[config.mk]
export PLATFORM = sky130hd
export DESIGN_NAME = bar_beat_tick_converter
export DESIGN_NICKNAME = d
export VERILOG_FILES = /design/src/design/bbt_pkg.sv /design/src/design/bbt_front.sv /design/src/design/bbt_div.sv /design/src/design/bbt_back.sv /design/src/design/bar_beat_tick_converter.sv
export SDC_FILE = /design/constraint.sdc
export NUM_CORES = 2
export LEC_CHECK = 0
export ABC_AREA = 1
export BUFFER_PORTS_ARGS = -buffer_cell sky130_fd_sc_hd__clkbuf_2
export CORE_MARGIN = 5
export CORE_UTILIZATION = 40
export DETAILED_ROUTE_END_ITERATION = 7
export PLACE_DENSITY = 0.59
export SYNTH_ARGS = -nofsm -noshare
export SYNTH_HDL_FRONTEND = slang
export SYNTH_HIERARCHICAL = 1
export SYNTH_SLANG_ARGS = --single-unit
[constraint.sdc]
create_clock -name clock -period 18.32 [get_ports clock]
set_clock_uncertainty 0.2 [all_clocks]
set_input_delay 0.916 -clock clock [delete_from_list [all_inputs] [get_ports clock]]
set_output_delay 0.916 -clock clock [all_outputs]
set_load 0.01 [all_outputs]
[src/design/bbt_pkg.sv]
// ----------------------------------------------------------------------------
// Bar/beat/tick converter package
// Shared widths, codes, item and result types for the converter blocks.
// ----------------------------------------------------------------------------
package bbt_pkg;

   localparam int MAX_SECTIONS_DEF = 8;

   localparam int OP_W       = 2;
   localparam int IDX_W      = 3;
   localparam int TICK_W     = 31;
   localparam int NUM_W      = 8;
   localparam int DEN_W      = 7;
   localparam int BAR_IN_W   = 24;
   localparam int BEAT_W     = 8;
   localparam int OFFS_IN_W  = 20;
   localparam int OFFS_OUT_W = 24;
   localparam int TPQ_W      = 16;
   localparam int SIU_W      = 4;
   localparam int TPB_W      = 18;
   localparam int TPBAR_W    = 26;
   localparam int BAR_ACC_W  = 32;
   localparam int PROD_W     = 50;
   localparam int START_W    = 51;
   localparam int CSR_IDX_W  = 2;
   localparam int CSR_DATA_W = 16;

   localparam logic [TICK_W-1:0]     TICK_MAX   = '1;
   localparam logic [TPQ_W-1:0]      TPQ_RESET  = 16'd480;
   localparam logic [SIU_W-1:0]      SIU_RESET  = 4'd1;
   localparam logic [NUM_W-1:0]      DEF_BEATS  = 8'd4;
   localparam logic [DEN_W-1:0]      DEF_NOTE   = 7'd4;
   localparam logic [CSR_IDX_W-1:0]  CSR_TPQ    = 2'd0;
   localparam logic [CSR_IDX_W-1:0]  CSR_SIU    = 2'd1;

   typedef enum logic [OP_W-1:0] {
      OP_LOAD    = 2'd0,
      OP_TO_BBT  = 2'd1,
      OP_TO_TICK = 2'd2,
      OP_NONE    = 2'd3
   } op_type;

   typedef struct packed {
      op_type                kind;
      logic [IDX_W-1:0]      idx;
      logic [TICK_W-1:0]     start;
      logic [NUM_W-1:0]      num;
      logic [DEN_W-1:0]      den;
      logic [TICK_W-1:0]     tick;
      logic [BAR_IN_W-1:0]   bar;
      logic [BEAT_W-1:0]     beat;
      logic [OFFS_IN_W-1:0]  offs;
   } cmd_type;

   typedef struct packed {
      logic [TICK_W-1:0] start;
      logic [NUM_W-1:0]  num;
      logic [DEN_W-1:0]  den;
   } entry_type;

   typedef struct packed {
      logic [TICK_W-1:0]     tick;
      logic [TICK_W-1:0]     bar;
      logic [BEAT_W-1:0]     beat;
      logic [OFFS_OUT_W-1:0] offs;
      logic                  status;
   } result_type;

   typedef enum logic [4:0] {
      BK_IDLE,
      BK_RD_CUR,
      BK_RD_NXT,
      BK_DEN,
      BK_TPB,
      BK_BAR,
      BK_SPLIT,
      BK_WAIT_T,
      BK_WAIT_B,
      BK_WAIT_S,
      BK_MUL_ST,
      BK_ADD_ST,
      BK_FIND,
      BK_FIND_RD,
      BK_FIND_CMP,
      BK_FIND_DIV,
      BK_MUL_BT,
      BK_SUM,
      BK_OUT
   } back_state_type;

endpackage

[src/design/bbt_front.sv]
// ----------------------------------------------------------------------------
// Converter front end
// Accepts items, decodes the operation, clamps the bar and queues them.
// ----------------------------------------------------------------------------
module bbt_front import bbt_pkg::*; (
   input  logic                  clock,
   input  logic                  reset,
   input  logic                  req_valid,
   output logic                  req_stall,
   input  logic [OP_W-1:0]       req_op,
   input  logic [IDX_W-1:0]      req_entry_index,
   input  logic [TICK_W-1:0]     req_start_tick,
   input  logic [NUM_W-1:0]      req_sig_numerator,
   input  logic [DEN_W-1:0]      req_sig_denominator,
   input  logic [TICK_W-1:0]     req_tick_in,
   input  logic [BAR_IN_W-1:0]   req_bar_in,
   input  logic [BEAT_W-1:0]     req_beat_in,
   input  logic [OFFS_IN_W-1:0]  req_offset_in_beat,
   output logic                  q_valid,
   output cmd_type               q_cmd,
   input  logic                  q_pop
);

   cmd_type    q_ff [2];
   logic       wr_ptr_ff, wr_ptr_in;
   logic       rd_ptr_ff, rd_ptr_in;
   logic [1:0] count_ff, count_in;
   cmd_type    cmd;
   logic       push;
   logic       pop;

   always_comb begin
      cmd.kind  = op_type'(req_op);
      cmd.idx   = req_entry_index;
      cmd.start = req_start_tick;
      cmd.num   = req_sig_numerator;
      cmd.den   = req_sig_denominator;
      cmd.tick  = req_tick_in;
      cmd.bar   = (req_bar_in == '0) ? BAR_IN_W'(1) : req_bar_in;
      cmd.beat  = req_beat_in;
      cmd.offs  = req_offset_in_beat;
   end

   assign req_stall = (count_ff == 2'd2);
   assign push      = req_valid && !req_stall;
   assign q_valid   = (count_ff != 2'd0);
   assign pop       = q_pop && q_valid;
   assign q_cmd     = q_ff[rd_ptr_ff];

   always_comb begin
      wr_ptr_in = push ? !wr_ptr_ff : wr_ptr_ff;
      rd_ptr_in = pop ? !rd_ptr_ff : rd_ptr_ff;
      count_in  = count_ff + {1'b0, push} - {1'b0, pop};
   end

   always_ff @(posedge clock) begin
      if (reset) begin
         wr_ptr_ff <= 1'b0;
         rd_ptr_ff <= 1'b0;
         count_ff  <= 2'd0;
      end else begin
         wr_ptr_ff <= wr_ptr_in;
         rd_ptr_ff <= rd_ptr_in;
         count_ff  <= count_in;
      end
   end

   always_ff @(posedge clock) begin
      if (push) begin
         q_ff[wr_ptr_ff] <= cmd;
      end
   end

endmodule

[src/design/bbt_div.sv]
// ----------------------------------------------------------------------------
// Converter divider
// Restoring divider producing one quotient bit per cycle.
// ----------------------------------------------------------------------------
module bbt_div import bbt_pkg::*; (
   input  logic                clock,
   input  logic                reset,
   input  logic                div_start,
   input  logic [TICK_W-1:0]   div_dividend,
   input  logic [TPBAR_W-1:0]  div_divisor,
   output logic                div_busy,
   output logic                div_done,
   output logic [TICK_W-1:0]   div_quot,
   output logic [TPBAR_W-1:0]  div_rem
);

   logic [TPBAR_W-1:0] rem_ff, rem_in;
   logic [TICK_W-1:0]  quo_ff, quo_in;
   logic [TPBAR_W-1:0] dvs_ff, dvs_in;
   logic [4:0]         cnt_ff, cnt_in;
   logic               busy_ff, busy_in;
   logic               done_ff, done_in;
   logic [TPBAR_W:0]   trial;
   logic               ge;

   always_comb begin
      trial   = {rem_ff, quo_ff[TICK_W-1]};
      ge      = (trial >= {1'b0, dvs_ff});
      rem_in  = rem_ff;
      quo_in  = quo_ff;
      dvs_in  = dvs_ff;
      cnt_in  = cnt_ff;
      busy_in = busy_ff;
      done_in = 1'b0;
      if (div_start) begin
         rem_in  = '0;
         quo_in  = div_dividend;
         dvs_in  = div_divisor;
         cnt_in  = '0;
         busy_in = 1'b1;
      end else if (busy_ff) begin
         rem_in = ge ? TPBAR_W'(trial - {1'b0, dvs_ff}) : trial[TPBAR_W-1:0];
         quo_in = {quo_ff[TICK_W-2:0], ge};
         cnt_in = cnt_ff + 5'd1;
         if (cnt_ff == 5'(TICK_W - 1)) begin
            busy_in = 1'b0;
            done_in = 1'b1;
         end
      end
   end

   always_ff @(posedge clock) begin
      if (reset) begin
         busy_ff <= 1'b0;
         done_ff <= 1'b0;
      end else begin
         busy_ff <= busy_in;
         done_ff <= done_in;
      end
   end

   always_ff @(posedge clock) begin
      rem_ff <= rem_in;
      quo_ff <= quo_in;
      dvs_ff <= dvs_in;
      cnt_ff <= cnt_in;
   end

   assign div_busy = busy_ff;
   assign div_done = done_ff;
   assign div_quot = quo_ff;
   assign div_rem  = rem_ff;

endmodule

[src/design/bbt_back.sv]
// ----------------------------------------------------------------------------
// Converter back end
// Holds the section table and walks it with a shared divider per item.
// ----------------------------------------------------------------------------
module bbt_back import bbt_pkg::*; #(
   parameter int MAX_SECTIONS = MAX_SECTIONS_DEF
) (
   input  logic                   clock,
   input  logic                   reset,
   input  logic                   q_valid,
   input  cmd_type                q_cmd,
   output logic                   q_pop,
   input  logic [TPQ_W-1:0]       tpq,
   input  logic [SIU_W-1:0]       siu,
   output logic                   rsp_valid,
   input  logic                   rsp_stall,
   output logic [TICK_W-1:0]      rsp_tick_out,
   output logic [TICK_W-1:0]      rsp_bar_out,
   output logic [BEAT_W-1:0]      rsp_beat_out,
   output logic [OFFS_OUT_W-1:0]  rsp_offset_out,
   output logic                   rsp_status
);

   localparam int NW = $clog2(MAX_SECTIONS + 1);
   localparam int AW = (MAX_SECTIONS > 1) ? $clog2(MAX_SECTIONS) : 1;

   back_state_type       state_ff, state_in;
   cmd_type              cmd_ff, cmd_in;
   logic [NW-1:0]        i_ff, i_in;
   logic [BAR_ACC_W-1:0] bar_ff, bar_in;
   logic [TICK_W-1:0]    pos_ff, pos_in;
   logic [TICK_W-1:0]    nxt_ff, nxt_in;
   logic [NUM_W-1:0]     num_ff, num_in;
   logic [DEN_W-1:0]     den_ff, den_in;
   logic [TPB_W-1:0]     tpb_ff, tpb_in;
   logic [TPBAR_W-1:0]   tpbar_ff, tpbar_in;
   logic                 last_ff, last_in;
   logic [PROD_W-1:0]    prod_ff, prod_in;
   logic [START_W-1:0]   start_ff, start_in;
   logic signed [28:0]   pbt_ff, pbt_in;
   result_type           res_ff, res_in;
   result_type           rsp_ff, rsp_in;
   logic                 rsp_valid_ff, rsp_valid_in;

   entry_type            sect_mem [MAX_SECTIONS];
   entry_type            rd_data_ff;
   logic                 rd_dflt_ff;
   logic                 w0_ff;
   logic [AW-1:0]        rd_addr;
   logic [AW-1:0]        wr_addr;
   logic                 mem_we;
   entry_type            rdata;
   entry_type            wentry;

   logic                 div_start;
   logic [TICK_W-1:0]    div_dividend;
   logic [TPBAR_W-1:0]   div_divisor;
   logic                 div_busy;
   logic                 div_done;
   logic [TICK_W-1:0]    div_quot;
   logic [TPBAR_W-1:0]   div_rem;

   logic [NW-1:0]        n_used;
   logic [TICK_W-1:0]    span_ticks;
   logic [TICK_W-1:0]    tdiff;
   logic [BAR_ACC_W:0]   bar_sum;
   logic                 out_free;
   logic signed [9:0]    beat_m1;
   logic signed [18:0]   tpb_s;
   logic signed [52:0]   sum_s;

   bbt_div u_div (
      .clock        (clock),
      .reset        (reset),
      .div_start    (div_start),
      .div_dividend (div_dividend),
      .div_divisor  (div_divisor),
      .div_busy     (div_busy),
      .div_done     (div_done),
      .div_quot     (div_quot),
      .div_rem      (div_rem)
   );

   assign n_used = (int'(siu) > MAX_SECTIONS) ? NW'(MAX_SECTIONS) : NW'(siu);
   assign rdata  = rd_dflt_ff ? entry_type'{start: '0, num: DEF_BEATS, den: DEF_NOTE}
                              : rd_data_ff;
   assign wr_addr = AW'(q_cmd.idx);
   assign wentry  = '{start: q_cmd.start, num: q_cmd.num, den: q_cmd.den};

   always_comb begin
      state_in     = state_ff;
      cmd_in       = cmd_ff;
      i_in         = i_ff;
      bar_in       = bar_ff;
      pos_in       = pos_ff;
      nxt_in       = nxt_ff;
      num_in       = num_ff;
      den_in       = den_ff;
      tpb_in       = tpb_ff;
      tpbar_in     = tpbar_ff;
      last_in      = last_ff;
      prod_in      = prod_ff;
      start_in     = start_ff;
      pbt_in       = pbt_ff;
      res_in       = res_ff;
      rsp_in       = rsp_ff;
      rsp_valid_in = rsp_valid_ff && rsp_stall;
      q_pop        = 1'b0;
      mem_we       = 1'b0;
      rd_addr      = '0;
      div_start    = 1'b0;
      div_dividend = '0;
      div_divisor  = '0;
      out_free     = !rsp_valid_ff || !rsp_stall;
      span_ticks   = (nxt_ff >= pos_ff) ? nxt_ff - pos_ff : '0;
      tdiff        = (cmd_ff.tick >= pos_ff) ? cmd_ff.tick - pos_ff : '0;
      bar_sum      = {1'b0, bar_ff} + (BAR_ACC_W + 1)'(div_quot);
      beat_m1      = $signed({2'b00, cmd_ff.beat}) - 10'sd1;
      tpb_s        = $signed({1'b0, tpb_ff});
      sum_s        = $signed({2'b00, start_ff}) + 53'(pbt_ff)
                     + $signed({33'b0, cmd_ff.offs});

      case (state_ff)
         BK_IDLE: begin
            if (q_valid) begin
               q_pop  = 1'b1;
               cmd_in = q_cmd;
               i_in   = '0;
               bar_in = BAR_ACC_W'(1);
               pos_in = '0;
               res_in = '0;
               case (q_cmd.kind)
                  OP_LOAD: begin
                     mem_we   = (int'(q_cmd.idx) < MAX_SECTIONS);
                     state_in = BK_OUT;
                  end
                  OP_TO_BBT: begin
                     if (n_used == '0) begin
                        res_in.bar  = TICK_W'(1);
                        res_in.beat = BEAT_W'(1);
                        state_in    = BK_OUT;
                     end else begin
                        state_in = BK_RD_CUR;
                     end
                  end
                  OP_TO_TICK: begin
                     if (q_cmd.bar == BAR_IN_W'(1) || n_used == '0) begin
                        start_in = '0;
                        state_in = BK_FIND;
                     end else begin
                        state_in = BK_RD_CUR;
                     end
                  end
                  default: begin
                     state_in = BK_OUT;
                  end
               endcase
            end
         end
         BK_RD_CUR: begin
            rd_addr  = AW'(i_ff);
            state_in = BK_RD_NXT;
         end
         BK_RD_NXT: begin
            num_in  = rdata.num;
            den_in  = rdata.den;
            last_in = ((NW + 1)'(i_ff) + (NW + 1)'(1)) == (NW + 1)'(n_used);
            rd_addr = last_in ? AW'(i_ff) : AW'(i_ff + NW'(1));
            state_in = BK_DEN;
         end
         BK_DEN: begin
            nxt_in = rdata.start;
            if (den_ff == '0) begin
               res_in        = '0;
               res_in.status = 1'b1;
               state_in      = BK_OUT;
            end else begin
               div_start    = 1'b1;
               div_dividend = TICK_W'({tpq, 2'b00});
               div_divisor  = TPBAR_W'(den_ff);
               state_in     = BK_TPB;
            end
         end
         BK_TPB: begin
            if (div_done) begin
               if (div_quot == '0) begin
                  res_in        = '0;
                  res_in.status = 1'b1;
                  state_in      = BK_OUT;
               end else begin
                  tpb_in   = div_quot[TPB_W-1:0];
                  state_in = BK_BAR;
               end
            end
         end
         BK_BAR: begin
            tpbar_in = tpb_ff * num_ff;
            state_in = BK_SPLIT;
         end
         BK_SPLIT: begin
            if (tpbar_ff == '0) begin
               res_in        = '0;
               res_in.status = 1'b1;
               state_in      = BK_OUT;
            end else if (cmd_ff.kind == OP_TO_BBT && (last_ff || cmd_ff.tick < nxt_ff)) begin
               div_start    = 1'b1;
               div_dividend = tdiff;
               div_divisor  = tpbar_ff;
               state_in     = BK_WAIT_T;
            end else if (cmd_ff.kind == OP_TO_TICK && last_ff) begin
               state_in = BK_MUL_ST;
            end else begin
               div_start    = 1'b1;
               div_dividend = span_ticks;
               div_divisor  = tpbar_ff;
               state_in     = BK_WAIT_S;
            end
         end
         BK_WAIT_T: begin
            if (div_done) begin
               bar_in       = bar_sum[BAR_ACC_W] ? '1 : bar_sum[BAR_ACC_W-1:0];
               div_start    = 1'b1;
               div_dividend = TICK_W'(div_rem);
               div_divisor  = TPBAR_W'(tpb_ff);
               state_in     = BK_WAIT_B;
            end
         end
         BK_WAIT_B: begin
            if (div_done) begin
               res_in.bar  = (bar_ff > BAR_ACC_W'(TICK_MAX)) ? TICK_MAX
                                                              : bar_ff[TICK_W-1:0];
               res_in.beat = div_quot[BEAT_W-1:0] + BEAT_W'(1);
               res_in.offs = OFFS_OUT_W'(div_rem);
               state_in    = BK_OUT;
            end
         end
         BK_WAIT_S: begin
            if (div_done) begin
               if (cmd_ff.kind == OP_TO_TICK
                   && bar_sum >= (BAR_ACC_W + 1)'(cmd_ff.bar)) begin
                  state_in = BK_MUL_ST;
               end else begin
                  bar_in   = bar_sum[BAR_ACC_W] ? '1 : bar_sum[BAR_ACC_W-1:0];
                  pos_in   = nxt_ff;
                  i_in     = i_ff + NW'(1);
                  state_in = BK_RD_CUR;
               end
            end
         end
         BK_MUL_ST: begin
            prod_in  = (cmd_ff.bar - bar_ff[BAR_IN_W-1:0]) * tpbar_ff;
            state_in = BK_ADD_ST;
         end
         BK_ADD_ST: begin
            start_in = START_W'(pos_ff) + START_W'(prod_ff);
            state_in = BK_FIND;
         end
         BK_FIND: begin
            i_in = n_used;
            if (n_used != '0) begin
               state_in = BK_FIND_RD;
            end else if (tpq == '0) begin
               res_in        = '0;
               res_in.status = 1'b1;
               state_in      = BK_OUT;
            end else begin
               tpb_in   = TPB_W'(tpq);
               state_in = BK_MUL_BT;
            end
         end
         BK_FIND_RD: begin
            rd_addr  = AW'(i_ff - NW'(1));
            state_in = BK_FIND_CMP;
         end
         BK_FIND_CMP: begin
            if (START_W'(rdata.start) <= start_ff) begin
               if (rdata.den == '0) begin
                  res_in        = '0;
                  res_in.status = 1'b1;
                  state_in      = BK_OUT;
               end else begin
                  div_start    = 1'b1;
                  div_dividend = TICK_W'({tpq, 2'b00});
                  div_divisor  = TPBAR_W'(rdata.den);
                  state_in     = BK_FIND_DIV;
               end
            end else begin
               i_in = i_ff - NW'(1);
               if (i_ff != NW'(1)) begin
                  state_in = BK_FIND_RD;
               end else if (tpq == '0) begin
                  res_in        = '0;
                  res_in.status = 1'b1;
                  state_in      = BK_OUT;
               end else begin
                  tpb_in   = TPB_W'(tpq);
                  state_in = BK_MUL_BT;
               end
            end
         end
         BK_FIND_DIV: begin
            if (div_done) begin
               if (div_quot == '0) begin
                  res_in        = '0;
                  res_in.status = 1'b1;
                  state_in      = BK_OUT;
               end else begin
                  tpb_in   = div_quot[TPB_W-1:0];
                  state_in = BK_MUL_BT;
               end
            end
         end
         BK_MUL_BT: begin
            pbt_in   = beat_m1 * tpb_s;
            state_in = BK_SUM;
         end
         BK_SUM: begin
            res_in = '0;
            if (sum_s < 53'sd0) begin
               res_in.tick = '0;
            end else if (sum_s > $signed({22'b0, TICK_MAX})) begin
               res_in.tick = TICK_MAX;
            end else begin
               res_in.tick = sum_s[TICK_W-1:0];
            end
            state_in = BK_OUT;
         end
         BK_OUT: begin
            if (out_free) begin
               rsp_in       = res_ff;
               rsp_valid_in = 1'b1;
               state_in     = BK_IDLE;
            end
         end
         default: begin
            state_in = BK_IDLE;
         end
      endcase
   end

   always_ff @(posedge clock) begin
      if (reset) begin
         state_ff     <= BK_IDLE;
         rsp_valid_ff <= 1'b0;
         w0_ff        <= 1'b0;
         rd_dflt_ff   <= 1'b0;
      end else begin
         state_ff     <= state_in;
         rsp_valid_ff <= rsp_valid_in;
         if (mem_we && wr_addr == '0) begin
            w0_ff <= 1'b1;
         end
         rd_dflt_ff   <= (rd_addr == '0) && !w0_ff;
      end
   end

   always_ff @(posedge clock) begin
      cmd_ff   <= cmd_in;
      i_ff     <= i_in;
      bar_ff   <= bar_in;
      pos_ff   <= pos_in;
      nxt_ff   <= nxt_in;
      num_ff   <= num_in;
      den_ff   <= den_in;
      tpb_ff   <= tpb_in;
      tpbar_ff <= tpbar_in;
      last_ff  <= last_in;
      prod_ff  <= prod_in;
      start_ff <= start_in;
      pbt_ff   <= pbt_in;
      res_ff   <= res_in;
      rsp_ff   <= rsp_in;
   end

   always_ff @(posedge clock) begin
      if (mem_we) begin
         sect_mem[wr_addr] <= wentry;
      end
      rd_data_ff <= sect_mem[rd_addr];
   end

   assign rsp_valid      = rsp_valid_ff;
   assign rsp_tick_out   = rsp_ff.tick;
   assign rsp_bar_out    = rsp_ff.bar;
   assign rsp_beat_out   = rsp_ff.beat;
   assign rsp_offset_out = rsp_ff.offs;
   assign rsp_status     = rsp_ff.status;

`ifndef NO_ASSERTIONS
   a_div_idle: assert property (@(posedge clock) disable iff (reset)
      div_start |-> !div_busy)
      else $error("Divider restarted while busy.");

   a_pop_valid: assert property (@(posedge clock) disable iff (reset)
      q_pop |-> (q_valid && state_ff == BK_IDLE))
      else $error("Queue popped without an item.");

   a_out_hold: assert property (@(posedge clock) disable iff (reset)
      (state_ff == BK_OUT && rsp_valid_ff && rsp_stall) |=> state_ff == BK_OUT)
      else $error("Result left the back end while the output was full.");
`endif

endmodule

[src/design/bar_beat_tick_converter.sv]
// ----------------------------------------------------------------------------
// Bar/beat/tick converter
// Converts between absolute ticks and bar/beat/tick over a section table.
// ----------------------------------------------------------------------------
// Channel   Direction  Handshake          Contents
// req_      in         valid / stall      op, table entry, tick, bar/beat/offset
// rsp_      out        valid / stall      tick, bar, beat, offset, status
// csr_      in         valid / ready      register index and write data
//
// A conversion walks the section table one section at a time, dividing on the
// one-bit-per-cycle divider; the back end finishes each item before it takes the next.
// Reset is synchronous and active high and restores the default 4/4 section.
// A two-item queue keeps req_ open while the back end works or rsp_ is stalled, until it fills.
// ----------------------------------------------------------------------------
module bar_beat_tick_converter import bbt_pkg::*; #(
   parameter int MAX_SECTIONS = MAX_SECTIONS_DEF
) (
   input  logic                   clock,
   input  logic                   reset,
   input  logic                   req_valid,
   output logic                   req_stall,
   input  logic [OP_W-1:0]        req_op,
   input  logic [IDX_W-1:0]       req_entry_index,
   input  logic [TICK_W-1:0]      req_start_tick,
   input  logic [NUM_W-1:0]       req_sig_numerator,
   input  logic [DEN_W-1:0]       req_sig_denominator,
   input  logic [TICK_W-1:0]      req_tick_in,
   input  logic [BAR_IN_W-1:0]    req_bar_in,
   input  logic [BEAT_W-1:0]      req_beat_in,
   input  logic [OFFS_IN_W-1:0]   req_offset_in_beat,
   output logic                   rsp_valid,
   input  logic                   rsp_stall,
   output logic [TICK_W-1:0]      rsp_tick_out,
   output logic [TICK_W-1:0]      rsp_bar_out,
   output logic [BEAT_W-1:0]      rsp_beat_out,
   output logic [OFFS_OUT_W-1:0]  rsp_offset_out,
   output logic                   rsp_status,
   input  logic                   csr_valid,
   output logic                   csr_ready,
   input  logic [CSR_IDX_W-1:0]   csr_index,
   input  logic [CSR_DATA_W-1:0]  csr_wdata
);

   logic [TPQ_W-1:0] tpq_ff, tpq_in;
   logic [SIU_W-1:0] siu_ff, siu_in;
   logic             q_valid;
   cmd_type          q_cmd;
   logic             q_pop;

   assign csr_ready = 1'b1;

   always_comb begin
      tpq_in = tpq_ff;
      siu_in = siu_ff;
      if (csr_valid) begin
         case (csr_index)
            CSR_TPQ: tpq_in = TPQ_W'(csr_wdata);
            CSR_SIU: siu_in = csr_wdata[SIU_W-1:0];
            default: begin
            end
         endcase
      end
   end

   always_ff @(posedge clock) begin
      if (reset) begin
         tpq_ff <= TPQ_RESET;
         siu_ff <= SIU_RESET;
      end else begin
         tpq_ff <= tpq_in;
         siu_ff <= siu_in;
      end
   end

   bbt_front u_front (
      .clock               (clock),
      .reset               (reset),
      .req_valid           (req_valid),
      .req_stall           (req_stall),
      .req_op              (req_op),
      .req_entry_index     (req_entry_index),
      .req_start_tick      (req_start_tick),
      .req_sig_numerator   (req_sig_numerator),
      .req_sig_denominator (req_sig_denominator),
      .req_tick_in         (req_tick_in),
      .req_bar_in          (req_bar_in),
      .req_beat_in         (req_beat_in),
      .req_offset_in_beat  (req_offset_in_beat),
      .q_valid             (q_valid),
      .q_cmd               (q_cmd),
      .q_pop               (q_pop)
   );

   bbt_back #(
      .MAX_SECTIONS (MAX_SECTIONS)
   ) u_back (
      .clock          (clock),
      .reset          (reset),
      .q_valid        (q_valid),
      .q_cmd          (q_cmd),
      .q_pop          (q_pop),
      .tpq            (tpq_ff),
      .siu            (siu_ff),
      .rsp_valid      (rsp_valid),
      .rsp_stall      (rsp_stall),
      .rsp_tick_out   (rsp_tick_out),
      .rsp_bar_out    (rsp_bar_out),
      .rsp_beat_out   (rsp_beat_out),
      .rsp_offset_out (rsp_offset_out),
      .rsp_status     (rsp_status)
   );

endmodule
==> reports/qor.log <==
[status] run status finished with violations
[status] failing checks design-rule violations
[worst_hold_path] worst hold stages 1
[global_route] GRT Overall Usage 26.30%
[clock_tree] clock tree from TritonCTS done
[layout] share of post-route cells with drive strength above 1 8.455%
[drt] vias post-DR 78,900
[sta] Worst slew margin 15.62%
[clock_tree] clock transition time at the flip-flop clock pins of the worst setup and hold paths 60 ps
[global_route] antenna violations before repair 21
[drt] final antenna-violating net count 0
[yosys] Synth Cell Area 101,800 sq um
[yosys] number of enable flip-flop cells after synthesis 1,255
[worst_setup_path] Critical Setup Path Class reg -> reg
[yosys] fraction of the yosys area taken by sequential cells 39.23%
[yosys] Post-Synthesis Mean Instance Area 9.306 sq um
[run] Max-Cap Viols 0
[yosys] Yosys warning total 6
[worst_setup_path] maximum fanout count along the critical path 16
[yosys] dominant cells by area after synthesis sky130_fd_sc_hd__edfxtp_1, sky130_fd_sc_hd__fa_1, sky130_fd_sc_hd__ha_1
[global_route] total congestion overflow after global routing 0
[die] Top Ports 255
[clock_tree] Resized Gates After CTS 0
[clock_tree] setup bufs post-CTS 0
[worst_setup_path] type of origin of the critical path register
[drt] detailed-route vias per instance 5.389
[die] starting density of the core 40.12%
[die] Die ar. 264,600 sq um
[clock_tree] CTS root buf sky130_fd_sc_hd__clkbuf_16
[placement] total of buffers placed on input and output ports 253
[yosys] async set-reset flop share out of synthesis 0%
[yosys] Yosys top cell by area sky130_fd_sc_hd__edfxtp_1
[worst_setup_path] cell with the most instances on the worst path sky130_fd_sc_hd__nand2_1
[global_route] global-route wire length before repair 518,400 um
[sta] Worst Tran Pin Value 1266 ps
[clock_tree] worst skew pair latency 850 ps
[worst_setup_path] cell with the largest stage delay on the worst path sky130_fd_sc_hd__inv_1
[clock_tree] clock sinks 1,367
[die] die height 514.4 um
[sta] final worst path period share 54.29%
[sta] highest achievable clock rate 0.1005 GHz
[die] die width 514.4 um
[sta] time the worst path needs with I/O delays and setup 9946 ps
[sta] final number of max-transition violations 0
[yosys] dominant combinational cell family by area after synthesis adder cells
[placement] routability cong. 1.028
[layout] fin area 112,500 sq um
[yosys] Synth Area in Compound Gates 7.975%
[global_route] pin count of the biggest net entering global routing 282
[sta] TNS Setup 0 ps
[layout] number of nets in the layout 12,740
[sta] Final setup violation count 0
[drt] routed length per instance 24.10 um
[worst_setup_path] max incr delay on CP 780 ps
[layout] Layout area overhead 10.57%
[worst_setup_path] cells on worst reg2reg path 42
[yosys] synthesized flop and latch total 1,367
[worst_setup_path] data arrival time at the worst-slack endpoint 10,390 ps
[yosys] dominant synthesized flop cell sky130_fd_sc_hd__edfxtp_1
[die] Row Count 185
[yosys] post-synthesis mux area share 1.704%
[drt] number of search-and-repair iterations in the first detailed-routing pass 8
[yosys] synthesized net count 12,550
[worst_setup_path] CP Data Required Time 18,760 ps
[drt] violation count after the first detailed-route iteration 7,502
[yosys] Syn Inst Count 10,940
[sta] setup repair after global routing missed its margin false
[yosys] share of Yosys cell area claimed by the top area cell type 37.03%
[yosys] xor/xnor share of the synthesized area 1.824%
[worst_setup_path] type of element capturing the critical path register
[sta] number of failing hold endpoints at the final stage 0
[global_route] via count of the first global-routing pass 78,910
[placement] final HPWL from detailed placement 278,500 um
[yosys] Yosys cell types 79
[clock_tree] Clock Path Buffers 3
[drt] post-detailed-route DRC marker count 2
[yosys] simple-gate portion of the synthesized area 16.42%
[clock_tree] Inserted Clock Buffers 156
[die] floorplan core area 253,700 sq um
[placement] area post-placement 106,600 sq um
[yosys] Synth Area in Adders 23.73%
[clock_tree] level count of the clock H-tree 4
[worst_hold_path] Tightest Hold Check Type in -> reg
[drt] WL final 352,800 um
==> kinds of logic (layout without fill, tap and decap cells) <==
kind of cell	Yosys count	after routing
simple gates	3997	3997
buf+inv	2385	2708
fa+ha+maj	1459	1459
compound gates	1385	1385
flops	1367	1367
xor+xnor	209	209
mux	134	134
other cells	1	15
==> final timing paths <==
kind                                         from                     end  slack, ps
worst min-delay path            req_start_tick[1]     u_front/q_ff[1][99]         80
worst max-delay path             u_back/bar_ff[0]      u_back/prod_ff[44]       8370
worst max register to register   u_back/bar_ff[0]      u_back/prod_ff[44]       8370
worst min register to register  u_back/res_ff[57]  u_back/rsp_bar_out[24]        200
==> timing repair <==
action | CTS | global route
hold buffers | 37 | 0
endpoints found under the hold margin | 71 | 0
setup endpoints to repair | 0 | 0
==> layout by cell type, fill, tap and decap left out, types with 60 or more instances in the layout <==
master | synthesis | final
sky130_fd_sc_hd__inv_1 | 1969 | 1969
sky130_fd_sc_hd__xnor2_1 | 85 | 85
sky130_fd_sc_hd__nor2_1 | 923 | 912
sky130_fd_sc_hd__xor2_1 | 122 | 122
sky130_fd_sc_hd__nor3_1 | 79 | 68
sky130_fd_sc_hd__ha_1 | 674 | 674
sky130_fd_sc_hd__clkbuf_2 | 0 | 253
sky130_fd_sc_hd__dfxtp_1 | 112 | 110
sky130_fd_sc_hd__edfxtp_1 | 1255 | 1255
sky130_fd_sc_hd__o21ai_0 | 330 | 324
sky130_fd_sc_hd__nand4_1 | 84 | 84
sky130_fd_sc_hd__mux2_4 | 60 | 60
sky130_fd_sc_hd__o21ai_1 | 82 | 87
sky130_fd_sc_hd__buf_4 | 8 | 111
sky130_fd_sc_hd__clkbuf_16 | 0 | 158
sky130_fd_sc_hd__nand2_1 | 2203 | 2201
sky130_fd_sc_hd__a21oi_1 | 530 | 529
sky130_fd_sc_hd__nand3_1 | 478 | 477
sky130_fd_sc_hd__mux2_2 | 74 | 74
sky130_fd_sc_hd__fa_1 | 785 | 784
sky130_fd_sc_hd__o211ai_1 | 173 | 173
==> final cells by class <==
| type | count | area (sq um) |
|---|---|---|
| fill | 24400 | 141200 |
| multi-input combinational | 7185 | 52770 |
| sequential | 1367 | 39930 |
| inverter | 2012 | 7552 |
| tap | 3366 | 4212 |
| clock buffer | 195 | 4183 |
| timing repair buffer | 403 | 2510 |
| clock inverter | 98 | 1338 |
| antenna | 14 | 35.03 |
==> routing by layer <==
layer,part of all wire (%),vias to the layer above,global-route usage [%]
met5,0.034,-,0
met4,5.0,10,11.29
met3,8.2,616,5.146
met2,44,3185,40.83
met1,43,39160,35.97
li1,-,35930,-
==> stage by stage <==
step                      hold WS [ps]  util, %  setup slack (ps)  instances
after floorplan                  221.7        -              9150      10940
after global placement           238.7    42.02              8557      14300
after detailed placement         239.1    42.02              8407      14300
after CTS                       0.5848    44.35              8387      14630
after global routing             29.56    44.35              7760      14630
final                            78.04    44.36              8374      14640
==> critical path, delay by kind of cell, from the launching register on <==
kind	cells	cell delay, ps
AO/OA/AOI/OAI	5	950
adder cells (fa/ha/maj)	10	4440
AND/OR/NAND/NOR	19	2380
flip-flops	1	440
buffers and inverters	7	1190
XOR/XNOR	1	210
==> registers in the layout, summed over array words and instances (netlist names), 31 cells and up, named ones only <==
name / cells
u_back/bar_ff: 32
u_back/cmd_ff: 85
u_back/nxt_ff: 31
u_back/pos_ff: 31
u_back/prod_ff: 50
u_back/rd_data_ff: 46
u_back/res_ff: 95
u_back/rsp_bar_out: 31
u_back/rsp_tick_out: 31
u_back/sect_mem: 368
u_back/start_ff: 51
u_back/u_div/div_quot: 31
u_front/q_ff: 268
==> Yosys cell counts (28+ instances only) <==
library cell               count
sky130_fd_sc_hd__xnor2_1      85
sky130_fd_sc_hd__o21ai_1      82
sky130_fd_sc_hd__buf_2        88
sky130_fd_sc_hd__nor2_1      923
sky130_fd_sc_hd__a21o_1       28
sky130_fd_sc_hd__nor4_1       47
sky130_fd_sc_hd__a31oi_1      35
sky130_fd_sc_hd__nor3_1       79
sky130_fd_sc_hd__edfxtp_1   1255
sky130_fd_sc_hd__o211ai_1    173
sky130_fd_sc_hd__mux2_4       60
sky130_fd_sc_hd__clkbuf_1    244
sky130_fd_sc_hd__inv_1      1969
sky130_fd_sc_hd__or2_2        47
sky130_fd_sc_hd__o21ai_0     330
sky130_fd_sc_hd__nand4_1      84
sky130_fd_sc_hd__fa_1        785
sky130_fd_sc_hd__xor2_1      122
sky130_fd_sc_hd__mux2_2       74
sky130_fd_sc_hd__nand3_1     478
sky130_fd_sc_hd__dfxtp_1     112
sky130_fd_sc_hd__ha_1        674
sky130_fd_sc_hd__o21a_1       43
sky130_fd_sc_hd__a21oi_1     530
sky130_fd_sc_hd__o22ai_1      32
sky130_fd_sc_hd__nand2_1    2203
Power is not shown: default switching activity piles up to over one toggle a cycle in this logic, so the estimate is an artifact.
